$ cat config.mk
export PLATFORM = sky130hd
export DESIGN_NAME = scene_text_tokenizer_unit_flat
export DESIGN_NICKNAME = d
export VERILOG_FILES = /design/src/rtl/stc_pkg.sv /design/src/rtl/stc_if.sv /design/src/rtl/stc_lexer.sv /design/src/rtl/stc_out_fifo.sv /design/src/rtl/scene_text_tokenizer_unit.sv /design/src/flat_wrapper.sv
export VERILOG_INCLUDE_DIRS = /design/src /design/src/rtl
export SDC_FILE = /design/constraint.sdc
export NUM_CORES = 1
export LEC_CHECK = 0
export BUFFER_PORTS_ARGS = -buffer_cell sky130_fd_sc_hd__buf_2
export CORE_MARGIN = 1.5
export CORE_UTILIZATION = 25
export CTS_CLUSTER_DIAMETER = 60
export DETAILED_ROUTE_END_ITERATION = 8
export PLACE_DENSITY_LB_ADDON = 0.15
export SYNTH_ARGS = -nofsm -noshare
export SYNTH_HDL_FRONTEND = slang
export SYNTH_SLANG_ARGS = --single-unit
$ cat constraint.sdc
create_clock -name clk -period 3.8 [get_ports clk]
set_input_delay 0.76 -clock clk [delete_from_list [all_inputs] [get_ports clk]]
set_output_delay 0.76 -clock clk [all_outputs]
set_load 0.02 [all_outputs]
$ cat src/rtl/scene_text_tokenizer_unit_assert.svh
// ----------------------------------------------------------------------------
// Assertion macros for the scene text tokenizer
// Clocked, reset-qualified property shorthands used by the RTL modules.
// ----------------------------------------------------------------------------
`ifndef SCENE_TEXT_TOKENIZER_UNIT_ASSERT_SVH
`define SCENE_TEXT_TOKENIZER_UNIT_ASSERT_SVH

// same-cycle implication
`define STC_ASSERT_NOW(lbl, ante, cons, msg) \
    lbl: assert property (@(posedge clk) disable iff (!rst_n) (ante) |-> (cons)) \
        else $error(msg);

// next-cycle implication
`define STC_ASSERT_NEXT(lbl, ante, cons, msg) \
    lbl: assert property (@(posedge clk) disable iff (!rst_n) (ante) |=> (cons)) \
        else $error(msg);

`endif

$ cat src/rtl/stc_pkg.sv
// ----------------------------------------------------------------------------
// stc_pkg
// Shared types, codes and character constants of the scene text tokenizer.
// ----------------------------------------------------------------------------
`default_nettype none

package stc_pkg;

    localparam int CHAR_W = 8;
    localparam int KIND_W = 2;
    localparam int ERR_W  = 2;

    localparam int ADDR_W = 2;
    localparam logic [ADDR_W-1:0] PASS_COMMENTS_ADDR = 2'd0;

    localparam int FIFO_DEPTH = 4;
    localparam int FIFO_PTR_W = 2;
    localparam int FIFO_CNT_W = 3;

    localparam logic [KIND_W-1:0] KIND_WORD    = 2'd0;
    localparam logic [KIND_W-1:0] KIND_STR     = 2'd1;
    localparam logic [KIND_W-1:0] KIND_BRACKET = 2'd2;
    localparam logic [KIND_W-1:0] KIND_COMMENT = 2'd3;

    localparam logic [ERR_W-1:0] ERR_NONE    = 2'd0;
    localparam logic [ERR_W-1:0] ERR_UNTERM  = 2'd1;
    localparam logic [ERR_W-1:0] ERR_BAD_ESC = 2'd2;

    localparam logic [CHAR_W-1:0] CH_SPACE  = 8'h20;
    localparam logic [CHAR_W-1:0] CH_TAB    = 8'h09;
    localparam logic [CHAR_W-1:0] CH_LF     = 8'h0A;
    localparam logic [CHAR_W-1:0] CH_CR     = 8'h0D;
    localparam logic [CHAR_W-1:0] CH_QUOTE  = 8'h22;
    localparam logic [CHAR_W-1:0] CH_APOS   = 8'h27;
    localparam logic [CHAR_W-1:0] CH_HASH   = 8'h23;
    localparam logic [CHAR_W-1:0] CH_BSLASH = 8'h5C;
    localparam logic [CHAR_W-1:0] CH_LBRACK = 8'h5B;
    localparam logic [CHAR_W-1:0] CH_RBRACK = 8'h5D;
    localparam logic [CHAR_W-1:0] CH_B      = 8'h62;
    localparam logic [CHAR_W-1:0] CH_F      = 8'h66;
    localparam logic [CHAR_W-1:0] CH_N      = 8'h6E;
    localparam logic [CHAR_W-1:0] CH_R      = 8'h72;
    localparam logic [CHAR_W-1:0] CH_T      = 8'h74;
    localparam logic [CHAR_W-1:0] CH_BS     = 8'h08;
    localparam logic [CHAR_W-1:0] CH_FF     = 8'h0C;

    typedef struct packed {
        logic [CHAR_W-1:0] out_char;
        logic              has_char;
        logic [KIND_W-1:0] token_kind;
        logic              token_start;
        logic              token_end;
        logic [ERR_W-1:0]  error_code;
        logic              run_last;
    } res_t;

    // results of one item: count is 0, 1 or 2
    typedef struct packed {
        logic [1:0] count;
        res_t       res0;
        res_t       res1;
    } lex_out_t;

    function automatic res_t mk_res(input logic [CHAR_W-1:0] ch, input logic has,
                                    input logic [KIND_W-1:0] kind, input logic start,
                                    input logic fin, input logic [ERR_W-1:0] err);
        res_t r;
        r.out_char    = ch;
        r.has_char    = has;
        r.token_kind  = kind;
        r.token_start = start;
        r.token_end   = fin;
        r.error_code  = err;
        r.run_last    = 1'b0;
        return r;
    endfunction

    // {valid, decoded byte}
    function automatic logic [CHAR_W:0] escape_decode(input logic [CHAR_W-1:0] c);
        logic [CHAR_W:0] v;
        unique case (c)
            CH_B:      v = {1'b1, CH_BS};
            CH_F:      v = {1'b1, CH_FF};
            CH_N:      v = {1'b1, CH_LF};
            CH_R:      v = {1'b1, CH_CR};
            CH_T:      v = {1'b1, CH_TAB};
            CH_BSLASH: v = {1'b1, CH_BSLASH};
            CH_APOS:   v = {1'b1, CH_APOS};
            CH_QUOTE:  v = {1'b1, CH_QUOTE};
            default:   v = '0;
        endcase
        return v;
    endfunction

endpackage

`default_nettype wire

$ cat src/rtl/stc_if.sv
// ----------------------------------------------------------------------------
// stc_in_if / stc_out_if
// Valid/ready word channels of the tokenizer: text bytes in, token words out.
// ----------------------------------------------------------------------------
`default_nettype none

interface stc_in_if;
    logic       valid;
    logic       ready;
    logic       func;
    logic [7:0] char_in;

    modport source (output valid, output func, output char_in, input ready);
    modport sink   (input valid, input func, input char_in, output ready);
endinterface

interface stc_out_if;
    logic       valid;
    logic       ready;
    logic [7:0] out_char;
    logic       has_char;
    logic [1:0] token_kind;
    logic       token_start;
    logic       token_end;
    logic [1:0] error_code;
    logic       run_last;

    modport source (output valid, output out_char, output has_char, output token_kind,
                    output token_start, output token_end, output error_code,
                    output run_last, input ready);
    modport sink   (input valid, input out_char, input has_char, input token_kind,
                    input token_start, input token_end, input error_code,
                    input run_last, output ready);
endinterface

`default_nettype wire

$ cat src/rtl/stc_lexer.sv
// ----------------------------------------------------------------------------
// stc_lexer
// Lexer mode register and the per-byte decision producing up to two words.
// ----------------------------------------------------------------------------
`default_nettype none

`include "scene_text_tokenizer_unit_assert.svh"

module stc_lexer (
    input  wire logic              clk,
    input  wire logic              rst_n,
    input  wire logic              step,
    input  wire logic              func,
    input  wire logic [7:0]        char_in,
    input  wire logic              pass_comments,
    output stc_pkg::lex_out_t      lex
);
    import stc_pkg::*;

    typedef enum logic [6:0] {
        M_IDLE       = 7'b0000001,
        M_WORD       = 7'b0000010,
        M_STR        = 7'b0000100,
        M_ESC        = 7'b0001000,
        M_COMM       = 7'b0010000,
        M_ERR_UNTERM = 7'b0100000,
        M_ERR_ESC    = 7'b1000000
    } mode_t;

    mode_t mode_reg;
    mode_t mode_next;

    logic            is_space;
    logic            bg_emit;
    res_t            bg_res;
    mode_t           bg_mode;
    logic [CHAR_W:0] esc;
    res_t            r [2];
    logic [1:0]      n;

    assign is_space = (char_in == CH_SPACE) || (char_in == CH_LF) ||
                      (char_in == CH_TAB) || (char_in == CH_CR);
    assign esc = escape_decode(char_in);

    // token start from idle
    always_comb
    begin
        bg_emit = 1'b1;
        bg_res  = mk_res(char_in, 1'b1, KIND_WORD, 1'b1, 1'b0, ERR_NONE);
        bg_mode = M_WORD;
        priority if (is_space)
        begin
            bg_emit = 1'b0;
            bg_mode = M_IDLE;
        end
        else if (char_in == CH_QUOTE)
        begin
            bg_res  = mk_res(char_in, 1'b1, KIND_STR, 1'b1, 1'b0, ERR_NONE);
            bg_mode = M_STR;
        end
        else if ((char_in == CH_LBRACK) || (char_in == CH_RBRACK))
        begin
            bg_res  = mk_res(char_in, 1'b1, KIND_BRACKET, 1'b1, 1'b1, ERR_NONE);
            bg_mode = M_IDLE;
        end
        else if (char_in == CH_HASH)
        begin
            bg_emit = pass_comments;
            bg_res  = mk_res(char_in, 1'b1, KIND_COMMENT, 1'b1, 1'b0, ERR_NONE);
            bg_mode = M_COMM;
        end
        else
        begin
            bg_emit = 1'b1;
        end
    end

    always_comb
    begin
        r[0]      = '0;
        r[1]      = '0;
        n         = 2'd0;
        mode_next = mode_reg;
        unique case (mode_reg)
            M_WORD:
            begin
                if (func || is_space || (char_in == CH_QUOTE) ||
                    (char_in == CH_LBRACK) || (char_in == CH_RBRACK))
                begin
                    r[n[0]] = mk_res('0, 1'b0, KIND_WORD, 1'b0, 1'b1, ERR_NONE);
                    n = n + 2'd1;
                    mode_next = M_IDLE;
                    if (!func)
                    begin
                        if (bg_emit)
                        begin
                            r[n[0]] = bg_res;
                            n = n + 2'd1;
                        end
                        mode_next = bg_mode;
                    end
                end
                else
                begin
                    r[n[0]] = mk_res(char_in, 1'b1, KIND_WORD, 1'b0, 1'b0, ERR_NONE);
                    n = n + 2'd1;
                end
            end
            M_STR:
            begin
                priority if (func || (char_in == CH_LF))
                begin
                    r[n[0]] = mk_res('0, 1'b0, KIND_STR, 1'b0, 1'b0, ERR_UNTERM);
                    n = n + 2'd1;
                    mode_next = M_ERR_UNTERM;
                end
                else if (char_in == CH_QUOTE)
                begin
                    r[n[0]] = mk_res(char_in, 1'b1, KIND_STR, 1'b0, 1'b1, ERR_NONE);
                    n = n + 2'd1;
                    mode_next = M_IDLE;
                end
                else if (char_in == CH_BSLASH)
                begin
                    mode_next = M_ESC;
                end
                else
                begin
                    r[n[0]] = mk_res(char_in, 1'b1, KIND_STR, 1'b0, 1'b0, ERR_NONE);
                    n = n + 2'd1;
                end
            end
            M_ESC:
            begin
                priority if (func)
                begin
                    r[n[0]] = mk_res('0, 1'b0, KIND_STR, 1'b0, 1'b0, ERR_UNTERM);
                    n = n + 2'd1;
                    mode_next = M_ERR_UNTERM;
                end
                else if (!esc[CHAR_W])
                begin
                    r[n[0]] = mk_res('0, 1'b0, KIND_STR, 1'b0, 1'b0, ERR_BAD_ESC);
                    n = n + 2'd1;
                    mode_next = M_ERR_ESC;
                end
                else
                begin
                    r[n[0]] = mk_res(esc[CHAR_W-1:0], 1'b1, KIND_STR, 1'b0, 1'b0,
                                     ERR_NONE);
                    n = n + 2'd1;
                    mode_next = M_STR;
                end
            end
            M_COMM:
            begin
                if (func || (char_in == CH_LF) || (char_in == CH_CR))
                begin
                    if (pass_comments)
                    begin
                        r[n[0]] = mk_res('0, 1'b0, KIND_COMMENT, 1'b0, 1'b1, ERR_NONE);
                        n = n + 2'd1;
                    end
                    mode_next = M_IDLE;
                end
                else if (pass_comments)
                begin
                    r[n[0]] = mk_res(char_in, 1'b1, KIND_COMMENT, 1'b0, 1'b0, ERR_NONE);
                    n = n + 2'd1;
                end
            end
            M_ERR_UNTERM:
            begin
                r[n[0]] = mk_res('0, 1'b0, KIND_STR, 1'b0, 1'b0, ERR_UNTERM);
                n = n + 2'd1;
            end
            M_ERR_ESC:
            begin
                r[n[0]] = mk_res('0, 1'b0, KIND_STR, 1'b0, 1'b0, ERR_BAD_ESC);
                n = n + 2'd1;
            end
            default:
            begin
                // idle, and any illegal code
                mode_next = M_IDLE;
                if (!func)
                begin
                    if (bg_emit)
                    begin
                        r[n[0]] = bg_res;
                        n = n + 2'd1;
                    end
                    mode_next = bg_mode;
                end
            end
        endcase

        if (n == 2'd2)
            r[1].run_last = 1'b1;
        else if (n == 2'd1)
            r[0].run_last = 1'b1;

        lex.count = n;
        lex.res0  = r[0];
        lex.res1  = r[1];
    end

    always_ff @(posedge clk or negedge rst_n)
    begin
        if (!rst_n)
            mode_reg <= M_IDLE;
        else if (step)
            mode_reg <= mode_next;
    end

    `STC_ASSERT_NEXT(a_err_sticky, step && (mode_reg == M_ERR_UNTERM), mode_reg == M_ERR_UNTERM, "unterminated-string error not sticky")
    `STC_ASSERT_NOW(a_err_word, (mode_reg == M_ERR_UNTERM) || (mode_reg == M_ERR_ESC), (lex.count == 2'd1) && (lex.res0.error_code != ERR_NONE), "error mode must give one error word")
    `STC_ASSERT_NOW(a_pair_order, lex.count == 2'd2, lex.res0.token_end && !lex.res0.has_char && !lex.res0.run_last && lex.res1.run_last, "two words must be end marker then token byte")

endmodule

`default_nettype wire

$ cat src/rtl/stc_out_fifo.sv
// ----------------------------------------------------------------------------
// stc_out_fifo
// Result queue: takes up to two words per cycle while it has room, hands one per cycle to a ready sink.
// ----------------------------------------------------------------------------
`default_nettype none

`include "scene_text_tokenizer_unit_assert.svh"

module stc_out_fifo (
    input  wire logic              clk,
    input  wire logic              rst_n,
    input  wire logic              push_en,
    input  wire stc_pkg::lex_out_t push,
    output logic                   room,
    stc_out_if.source              tokens
);
    import stc_pkg::*;

    res_t                  entries [FIFO_DEPTH];
    logic [FIFO_PTR_W-1:0] wr_ptr_reg;
    logic [FIFO_PTR_W-1:0] wr_ptr_next;
    logic [FIFO_PTR_W-1:0] rd_ptr_reg;
    logic [FIFO_PTR_W-1:0] rd_ptr_next;
    logic [FIFO_CNT_W-1:0] count_reg;
    logic [FIFO_CNT_W-1:0] count_next;
    logic [1:0]            n_push;
    logic                  pop;
    res_t                  head;

    assign room   = (count_reg <= FIFO_CNT_W'(FIFO_DEPTH - 2));
    assign n_push = push_en ? push.count : 2'd0;
    assign pop    = tokens.valid && tokens.ready;
    assign head   = entries[rd_ptr_reg];

    assign wr_ptr_next = wr_ptr_reg + FIFO_PTR_W'(n_push);
    assign rd_ptr_next = rd_ptr_reg + FIFO_PTR_W'(pop);
    assign count_next  = count_reg + FIFO_CNT_W'(n_push) - FIFO_CNT_W'(pop);

    always_ff @(posedge clk)
    begin
        if (push_en && (push.count != 2'd0))
            entries[wr_ptr_reg] <= push.res0;
        if (push_en && (push.count == 2'd2))
            entries[wr_ptr_reg + FIFO_PTR_W'(1)] <= push.res1;
    end

    always_ff @(posedge clk or negedge rst_n)
    begin
        if (!rst_n)
        begin
            wr_ptr_reg <= '0;
            rd_ptr_reg <= '0;
            count_reg  <= '0;
        end
        else
        begin
            wr_ptr_reg <= wr_ptr_next;
            rd_ptr_reg <= rd_ptr_next;
            count_reg  <= count_next;
        end
    end

    assign tokens.valid       = (count_reg != '0);
    assign tokens.out_char    = head.out_char;
    assign tokens.has_char    = head.has_char;
    assign tokens.token_kind  = head.token_kind;
    assign tokens.token_start = head.token_start;
    assign tokens.token_end   = head.token_end;
    assign tokens.error_code  = head.error_code;
    assign tokens.run_last    = head.run_last;

    `STC_ASSERT_NOW(a_push_room, push_en, room, "push without room for two words")
    `STC_ASSERT_NOW(a_count_max, 1'b1, count_reg <= FIFO_CNT_W'(FIFO_DEPTH), "queue count beyond depth")
    `STC_ASSERT_NEXT(a_pop_only, pop && !push_en, count_reg == $past(count_reg) - 3'd1, "pop must lower count by one")

endmodule

`default_nettype wire

$ cat src/rtl/scene_text_tokenizer_unit.sv
// ----------------------------------------------------------------------------
// scene_text_tokenizer_unit
// Byte-stream lexer: words, quoted strings, brackets and hash comments.
// ----------------------------------------------------------------------------
// Usage:
//   text   : one word per byte (func = 0) or end of input (func = 1).
//   tokens : zero, one or two words per text word, each token byte tagged
//            with kind and start/end marks; run_last flags the final word
//            of one text word. After a string fault every text word gives
//            one error word until reset.
//   APB    : register 0 at byte address 0, pass_comments (bit 0).
// Path: an accepted text word waits in the input register, is lexed from it once
//   the queue has room, and its token words go into the output queue for the sink.
// Throughput: one text word per cycle while each gives at most one token
//   word and the sink keeps up; a word ending a token before a quote or
//   bracket gives two token words, which drain one per cycle from the
//   four-entry output queue.
// Reset: lexer idle, queue empty, pass_comments cleared.
// Sink stall: the queue fills; text.ready drops once fewer than two queue
//   slots remain and a lexed word is waiting.
// ----------------------------------------------------------------------------
`default_nettype none

module scene_text_tokenizer_unit (
    input  wire logic                        clk,
    input  wire logic                        rst_n,
    input  wire logic                        psel,
    input  wire logic                        penable,
    input  wire logic                        pwrite,
    input  wire logic [stc_pkg::ADDR_W-1:0]  paddr,
    input  wire logic [31:0]                 pwdata,
    output logic      [31:0]                 prdata,
    output logic                             pready,
    stc_in_if.sink                           text,
    stc_out_if.source                        tokens
);
    import stc_pkg::*;

    logic       pass_comments_reg;
    logic       in_valid_reg;
    logic       in_valid_next;
    logic       in_func_reg;
    logic [7:0] in_char_reg;
    logic       room;
    logic       advance;
    logic       take;
    logic       cfg_wr;
    lex_out_t   lex;

    assign pready = 1'b1;
    assign cfg_wr = psel && penable && pwrite && (paddr == PASS_COMMENTS_ADDR);
    assign prdata = (paddr == PASS_COMMENTS_ADDR) ? {31'd0, pass_comments_reg} : 32'd0;

    always_ff @(posedge clk or negedge rst_n)
    begin
        if (!rst_n)
            pass_comments_reg <= 1'b0;
        else if (cfg_wr)
            pass_comments_reg <= pwdata[0];
    end

    assign advance       = in_valid_reg && room;
    assign text.ready    = !in_valid_reg || advance;
    assign take          = text.valid && text.ready;
    assign in_valid_next = take ? 1'b1 : (advance ? 1'b0 : in_valid_reg);

    always_ff @(posedge clk or negedge rst_n)
    begin
        if (!rst_n)
            in_valid_reg <= 1'b0;
        else
            in_valid_reg <= in_valid_next;
    end

    always_ff @(posedge clk)
    begin
        if (take)
        begin
            in_func_reg <= text.func;
            in_char_reg <= text.char_in;
        end
    end

    stc_lexer u_lexer (
        .clk           (clk),
        .rst_n         (rst_n),
        .step          (advance),
        .func          (in_func_reg),
        .char_in       (in_char_reg),
        .pass_comments (pass_comments_reg),
        .lex           (lex)
    );

    stc_out_fifo u_out_fifo (
        .clk     (clk),
        .rst_n   (rst_n),
        .push_en (advance),
        .push    (lex),
        .room    (room),
        .tokens  (tokens)
    );

endmodule

`default_nettype wire
$ cat src/flat_wrapper.sv
// flat-port wrapper written by rule: the top's interface ports become plain ports
module scene_text_tokenizer_unit_flat import stc_pkg::*;
  (clk, rst_n, psel, penable, pwrite, paddr, pwdata, prdata, pready, text_valid, text_func, text_char_in, text_ready, tokens_valid, tokens_out_char, tokens_has_char, tokens_token_kind, tokens_token_start, tokens_token_end, tokens_error_code, tokens_run_last, tokens_ready);
  stc_in_if text_i ();
  stc_out_if tokens_i ();
  input  wire logic clk;
  input  wire logic rst_n;
  input  wire logic psel;
  input  wire logic penable;
  input  wire logic pwrite;
  input  wire logic [stc_pkg::ADDR_W-1:0] paddr;
  input  wire logic [31:0] pwdata;
  output logic      [31:0] prdata;
  output logic pready;
  input wire logic [$bits(text_i.valid)-1:0] text_valid;
  input wire logic [$bits(text_i.func)-1:0] text_func;
  input wire logic [$bits(text_i.char_in)-1:0] text_char_in;
  output wire logic [$bits(text_i.ready)-1:0] text_ready;
  output wire logic [$bits(tokens_i.valid)-1:0] tokens_valid;
  output wire logic [$bits(tokens_i.out_char)-1:0] tokens_out_char;
  output wire logic [$bits(tokens_i.has_char)-1:0] tokens_has_char;
  output wire logic [$bits(tokens_i.token_kind)-1:0] tokens_token_kind;
  output wire logic [$bits(tokens_i.token_start)-1:0] tokens_token_start;
  output wire logic [$bits(tokens_i.token_end)-1:0] tokens_token_end;
  output wire logic [$bits(tokens_i.error_code)-1:0] tokens_error_code;
  output wire logic [$bits(tokens_i.run_last)-1:0] tokens_run_last;
  input wire logic [$bits(tokens_i.ready)-1:0] tokens_ready;
  assign text_i.valid = text_valid;
  assign text_i.func = text_func;
  assign text_i.char_in = text_char_in;
  assign text_ready = text_i.ready;
  assign tokens_valid = tokens_i.valid;
  assign tokens_out_char = tokens_i.out_char;
  assign tokens_has_char = tokens_i.has_char;
  assign tokens_token_kind = tokens_i.token_kind;
  assign tokens_token_start = tokens_i.token_start;
  assign tokens_token_end = tokens_i.token_end;
  assign tokens_error_code = tokens_i.error_code;
  assign tokens_run_last = tokens_i.run_last;
  assign tokens_i.ready = tokens_ready;
  scene_text_tokenizer_unit u_core (.clk(clk), .rst_n(rst_n), .psel(psel), .penable(penable), .pwrite(pwrite), .paddr(paddr), .pwdata(pwdata), .prdata(prdata), .pready(pready), .text(text_i), .tokens(tokens_i));
endmodule
==> results of run 1 <==
power groups by stage:
stage	Clock, uW	Sequential [uW]	Combinational [uW]
after floorplan	0	1400	1480
after global placement	0	1480	2010
after detailed placement	0	1490	2030
after CTS	1040	1470	2030
after global routing	1080	1500	2190
final	1010	1460	2010
layer usage:
metal	global-route usage (%)	routed length, um
met1	18.7	6960
met2	23.3	7120
met3	2.98	674
met4	3.17	141
met5	0	0
cell type report:
class,instances,area (um^2)
Fill cell,2171,14800
Clock inverter,7,106
Multi-Input combinational cell,342,2460
Clock buffer,9,225
Inverter,15,56.3
Timing Repair Buffer,65,395
Sequential cell,89,2510
Tap cell,275,344
per-stage QoR:
| stage | util [%] | cells |
|---|---|---|
| after floorplan | - | 507 |
| after global placement | 27.6 | 786 |
| after detailed placement | 27.6 | 786 |
| after CTS | 29.2 | 802 |
| after global routing | 29.2 | 802 |
| final | 29.2 | 802 |
worst max-delay path, cell delays in order (launching register included):
cell,delay (ps)
edfxtp_1,510
or4b_1,630
or4_4,510
o21ai_2,160
nor2_1,70
nor3_1,280
nand2b_1,150
ha_1,120
inv_1,40
ha_1,200
fa_1,380
xnor2_1,210
xnor2_1,140
cells in the final DEF (no fill, tap or decap), types with 8 or more instances in the layout:
| master | count |
|---|---|
| dfrtp_1 | 15 |
| o22ai_1 | 11 |
| a21oi_1 | 14 |
| o221a_2 | 8 |
| nor3_1 | 16 |
| mux4_2 | 16 |
| nor4_1 | 10 |
| o21ai_0 | 37 |
| nand3_1 | 15 |
| buf_4 | 28 |
| buf_2 | 37 |
| nand2b_1 | 9 |
| dfxtp_1 | 8 |
| conb_1 | 32 |
| nor2_1 | 18 |
| clkbuf_16 | 9 |
| edfxtp_1 | 65 |
| o31ai_1 | 10 |
| inv_1 | 15 |
| nand2_1 | 25 |
logic make-up after synthesis:
kind of cell               after synthesis  synth area share, %
muxes                                   23                 8.59
adders and majority gates                6                 1.56
DFF                                     89                 47.4
other                                    2                0.142
xor gates and xnor gates                 9                 1.49
AOI/OAI and AO/OA                      129                 17.0
buffers and inverters                   76                 8.22
and+or+nand+nor                        143                 15.6
worst min path at each step:
stage	start	to	slack, ps
6_report	rst_n	u_core.u_out_fifo.count_reg[1]$_DFF_PN0_	330
5_1_grt	rst_n	u_core.u_out_fifo.count_reg[1]$_DFF_PN0_	340
4_1_cts	rst_n	u_core.u_lexer.mode_reg[2]$_DFFE_PN0P_	330
3_5_place_dp	u_core.u_out_fifo.count_reg[2]$_DFF_PN0_	u_core.u_out_fifo.count_reg[2]$_DFF_PN0_	480
3_3_place_gp	u_core.u_out_fifo.count_reg[2]$_DFF_PN0_	u_core.u_out_fifo.count_reg[2]$_DFF_PN0_	480
2_1_floorplan	rst_n	u_core.in_valid_reg$_DFFE_PN0P_	460
==> results_dict.tcl, run 1 <==
set metrics [dict create \
    async_flop_share_pct 18.0 \
    cap_violations 0 \
    nNetsFinal 578 \
    first_iter_violations 283 \
    combPwrFrac_pct 44.8 \
    ir_drop_v 0.000194 \
    initial_core_util_pct 25.4 \
    cts_root_buf "clkbuf_16" \
    synth_top_area_cell "edfxtp_1" \
    path_class "reg -> reg" \
    tritoncts "built" \
    worst_slew_pin_slew_ps 1100 \
    drc_errors 0 \
    cts_max_level 3 \
    vias 4073 \
    synth.most_common_cell "edfxtp_1" \
    start_kind "flip-flop" \
    grt_pass1_vias 3981 \
    reg2reg_from "u_core.in_char_reg[3]$_DFFE_PP_" \
    postCtsHoldBufs 0 \
    ys_seq_area_share_pct 47.4 \
    dr.pass1.iters 5 \
    netSwitchingFraction_pct 39.9 \
    largest_reg_flops 64 \
    cts.sinks 89 \
    grt_pass1_wl_um 23400 \
    end_kind "flip-flop" \
    vias_per_cell 5.08 \
    setup_violations 0 \
    intPower_uw 2690 \
    gp_congestion 0.837 \
    leakagePower_uw 0.00219 \
    insertion_delay_ps 350 \
    cp-startpoint "u_core.in_char_reg[3]$_DFFE_PP_" \
    switching_power_uw 1790 \
    fin_hold_ws_ps 327 \
    crit_path_end "u_core.u_out_fifo.count_reg[2]$_DFF_PN0_" \
    synth_cell_types 75 \
    wl_um 14900 \
    reg2reg_to "u_core.u_out_fifo.count_reg[2]$_DFF_PN0_" \
    yosys-top-cells-area "edfxtp_1 37%, dfrtp_1 7.1%, mux4_2 6.8%, buf_4 4.5%, o21ai_0 3.5%" \
    cp_max_fo 9 \
    overflow 0 \
    numCtsBuffers 9 \
    io_pins 101 \
    hold_violations 0 \
    post_cts_buffers 0 \
    clkTransAtPathRegs_ps 70 \
    ant_nets 0 \
    syn_inst 477 \
    worstPathArrival_ps 3730 \
    ys.flop_type "edfxtp_1" \
    wl_per_cell_um 18.6 \
    placement_rows 53 \
    drive_gt1_share_pct 24.7 \
    finalSetupTns_ps 0 \
    ys_warn_count 0 \
    numPortBuffers 37 \
    rrSetupSlack_ps 330 \
    period_needed_ps 3470 \
    slew_viol_final 0 \
    antenna_found_initial 0 \
    status "finished, final reports clean" \
    yosys.area.top_type_share_pct 36.8 \
    die_y_um 149 \
    grt_max_degree 18 \
    ys_seq_elements 89 \
    synth_commonest_cells "65 x edfxtp_1, 37 x o21ai_0, 32 x buf_4, 25 x nand2_1, 18 x nor2_1" \
    power_density_nw_per_um2 734 \
    relSlewSlack_pct 26.1 \
    area_delta_synth_final_pct 15.2 \
    dp_hpwl_um 10900 \
    cts-resized-gates 0 \
    avgSynthCellArea_um2 11.1 \
    required_ps 4070 \
    setup_ws_ps 334 \
    synth_edf_count 65 \
    coreArea_um2 20900 \
    clkPwrFrac_pct 22.5 \
    fin_crit_sh_pct 91.2 \
    seqPwrFrac_pct 32.7 \
    diodes 0 \
    dieArea_um2 22100 \
    p_total_uw 4480 \
    hp-class "in -> async" \
    syn-cell-area_um2 5300 \
    fin_skew_ps 8.57 \
    r2r_cells 12 \
    place_area_um2 5770 \
    grt_setup_unrepaired "false" \
    clock_path_buffers 2 \
    pre_cts_ws_ps 319 \
    max_freq_ghz 0.289 \
    final_area_um2 6100 \
    track_usage_pct 14.0 \
    die_w_um 149 \
]
Note: power is estimated with default switching activity, not from simulation.
==> inputs of run 2 (changes only) <==
==> constraint.sdc (replaced) <==
create_clock -name clk -period 4.3 [get_ports clk]
set_input_delay 0.645 -clock clk [delete_from_list [all_inputs] [get_ports clk]]
set_output_delay 0.645 -clock clk [all_outputs]
set_load 0.02 [all_outputs]
==> results_dict.tcl, run 2 (synthesized netlist as in run 1, its figures left out) <==
set metrics [dict create \
    die_w_um 149 \
    post_cts_buffers 0 \
    dieArea_um2 22100 \
    die_y_um 149 \
    relSlewSlack_pct 25.9 \
    grt_max_degree 18 \
    leakagePower_uw 0.00209 \
    tritoncts "built" \
    area_delta_synth_final_pct 12.2 \
    slew_viol_final 0 \
    grt_setup_unrepaired "false" \
    antenna_found_initial 0 \
    cts_root_buf "clkbuf_16" \
    worst_slew_pin_slew_ps 1100 \
    grt_pass1_wl_um 23300 \
    postCtsHoldBufs 0 \
    grt_pass1_vias 4025 \
    dp_hpwl_um 10700 \
    status "finished, final reports clean" \
    cts.sinks 89 \
    fin_crit_sh_pct 85.9 \
    wl_um 15000 \
    overflow 0 \
    cts-resized-gates 0 \
    place_area_um2 5660 \
    ir_drop_v 0.000221 \
    layout_common_cells "65 x edfxtp_1, 37 x o21ai_0, 37 x buf_2, 32 x conb_1, 25 x nand2_1" \
    track_usage_pct 13.9 \
    fin_skew_ps 9.08 \
    cap_violations 0 \
    path_class "reg -> reg" \
    cp_max_fo 12 \
    largest_reg_flops 64 \
    clock_path_buffers 2 \
    cts_max_level 3 \
    coreArea_um2 20900 \
    dr.pass1.iters 5 \
    nNetsFinal 563 \
    hp-class "in -> async" \
    ant_nets 0 \
    initial_core_util_pct 25.4 \
    end_kind "flip-flop" \
    power_density_nw_per_um2 637 \
    gp_congestion 0.846 \
    period_needed_ps 3690 \
    start_kind "flip-flop" \
    worstPathArrival_ps 3970 \
    max_freq_ghz 0.271 \
    diodes 0 \
    drive_gt1_share_pct 22.5 \
    vias_per_cell 5.00 \
    finalSetupTns_ps 0 \
    setup_violations 0 \
    io_pins 101 \
    drc_errors 0 \
    required_ps 4570 \
    numCtsBuffers 9 \
    vias 3935 \
    first_iter_violations 254 \
    final_area_um2 5950 \
    hold_violations 0 \
    numPortBuffers 37 \
    insertion_delay_ps 350 \
    wl_per_cell_um 19.1 \
    placement_rows 53 \
    final_common_cell "edfxtp_1" \
    clkTransAtPathRegs_ps 70 \
]
-- run 2: cell type report --
class / count / area [um^2]
Fill cell: 2191 / 14900
Sequential cell: 89 / 2510
Multi-Input combinational cell: 342 / 2460
Tap cell: 275 / 344
Timing Repair Buffer: 50 / 283
Clock buffer: 9 / 225
Clock inverter: 7 / 62.6
Inverter: 15 / 56.3
-- run 2: critical path, stage by stage, from the launching register on --
cell and delay (ps):
edfxtp_1 550, or4b_1 680, or4_4 500, o21ai_2 250, nor2_1 90, nor3_1 280, nand2b_1 150, ha_1 120
inv_1 40, ha_1 200, fa_1 390, xnor2_1 220, xnor2_1 150
-- run 2: worst paths after layout --
path	from	to	slack, ps	depth (start not counted)
worst max-delay path	u_core.in_char_reg[7]$_DFFE_PP_	u_core.u_out_fifo.count_reg[2]$_DFF_PN0_	610	12
worst min-delay path	rst_n	u_core.u_out_fifo.count_reg[2]$_DFF_PN0_	200	1
worst max register to register	u_core.in_char_reg[7]$_DFFE_PP_	u_core.u_out_fifo.count_reg[2]$_DFF_PN0_	610	12
worst min register to register	u_core.u_out_fifo.count_reg[2]$_DFF_PN0_	u_core.u_out_fifo.count_reg[2]$_DFF_PN0_	510	1
max in group asynchronous	rst_n	u_core.u_lexer.mode_reg[0]$_DFFE_PN1P_	3770	1
min in group clk	text_func	u_core.in_func_reg$_DFFE_PP_	460	1
-- run 2: layer usage --
metal  GRT usage (%)  part of all wire, %
met1            18.0                   46
met2            23.8                   49
met3            2.82                  4.2
met4            3.42                  1.4
met5               0                    0
-- run 2: stage by stage --
| stage | total power (uW) | setup slack [ps] | hold WS, ps | instances | utilization (%) |
|---|---|---|---|---|---|
| 3_5_place_dp | 3050 | 590 | 489 | 771 | 27.1 |
| 6_report | 3790 | 608 | 205 | 787 | 28.5 |
| 4_1_cts | 3830 | 563 | 213 | 787 | 28.5 |
| 5_1_grt | 4030 | 359 | 232 | 787 | 28.5 |
| 3_3_place_gp | 3020 | 707 | 479 | 771 | 27.1 |
| 2_1_floorplan | 2540 | 896 | 349 | 507 | - |
-- run 2: power by group --
group	leakage [uW]	total, uW	switching [uW]	internal (uW)
clock network	0.000136	772	370	402
logic	0.00108	1680	1030	653
registers	0.000870	1340	180	1160
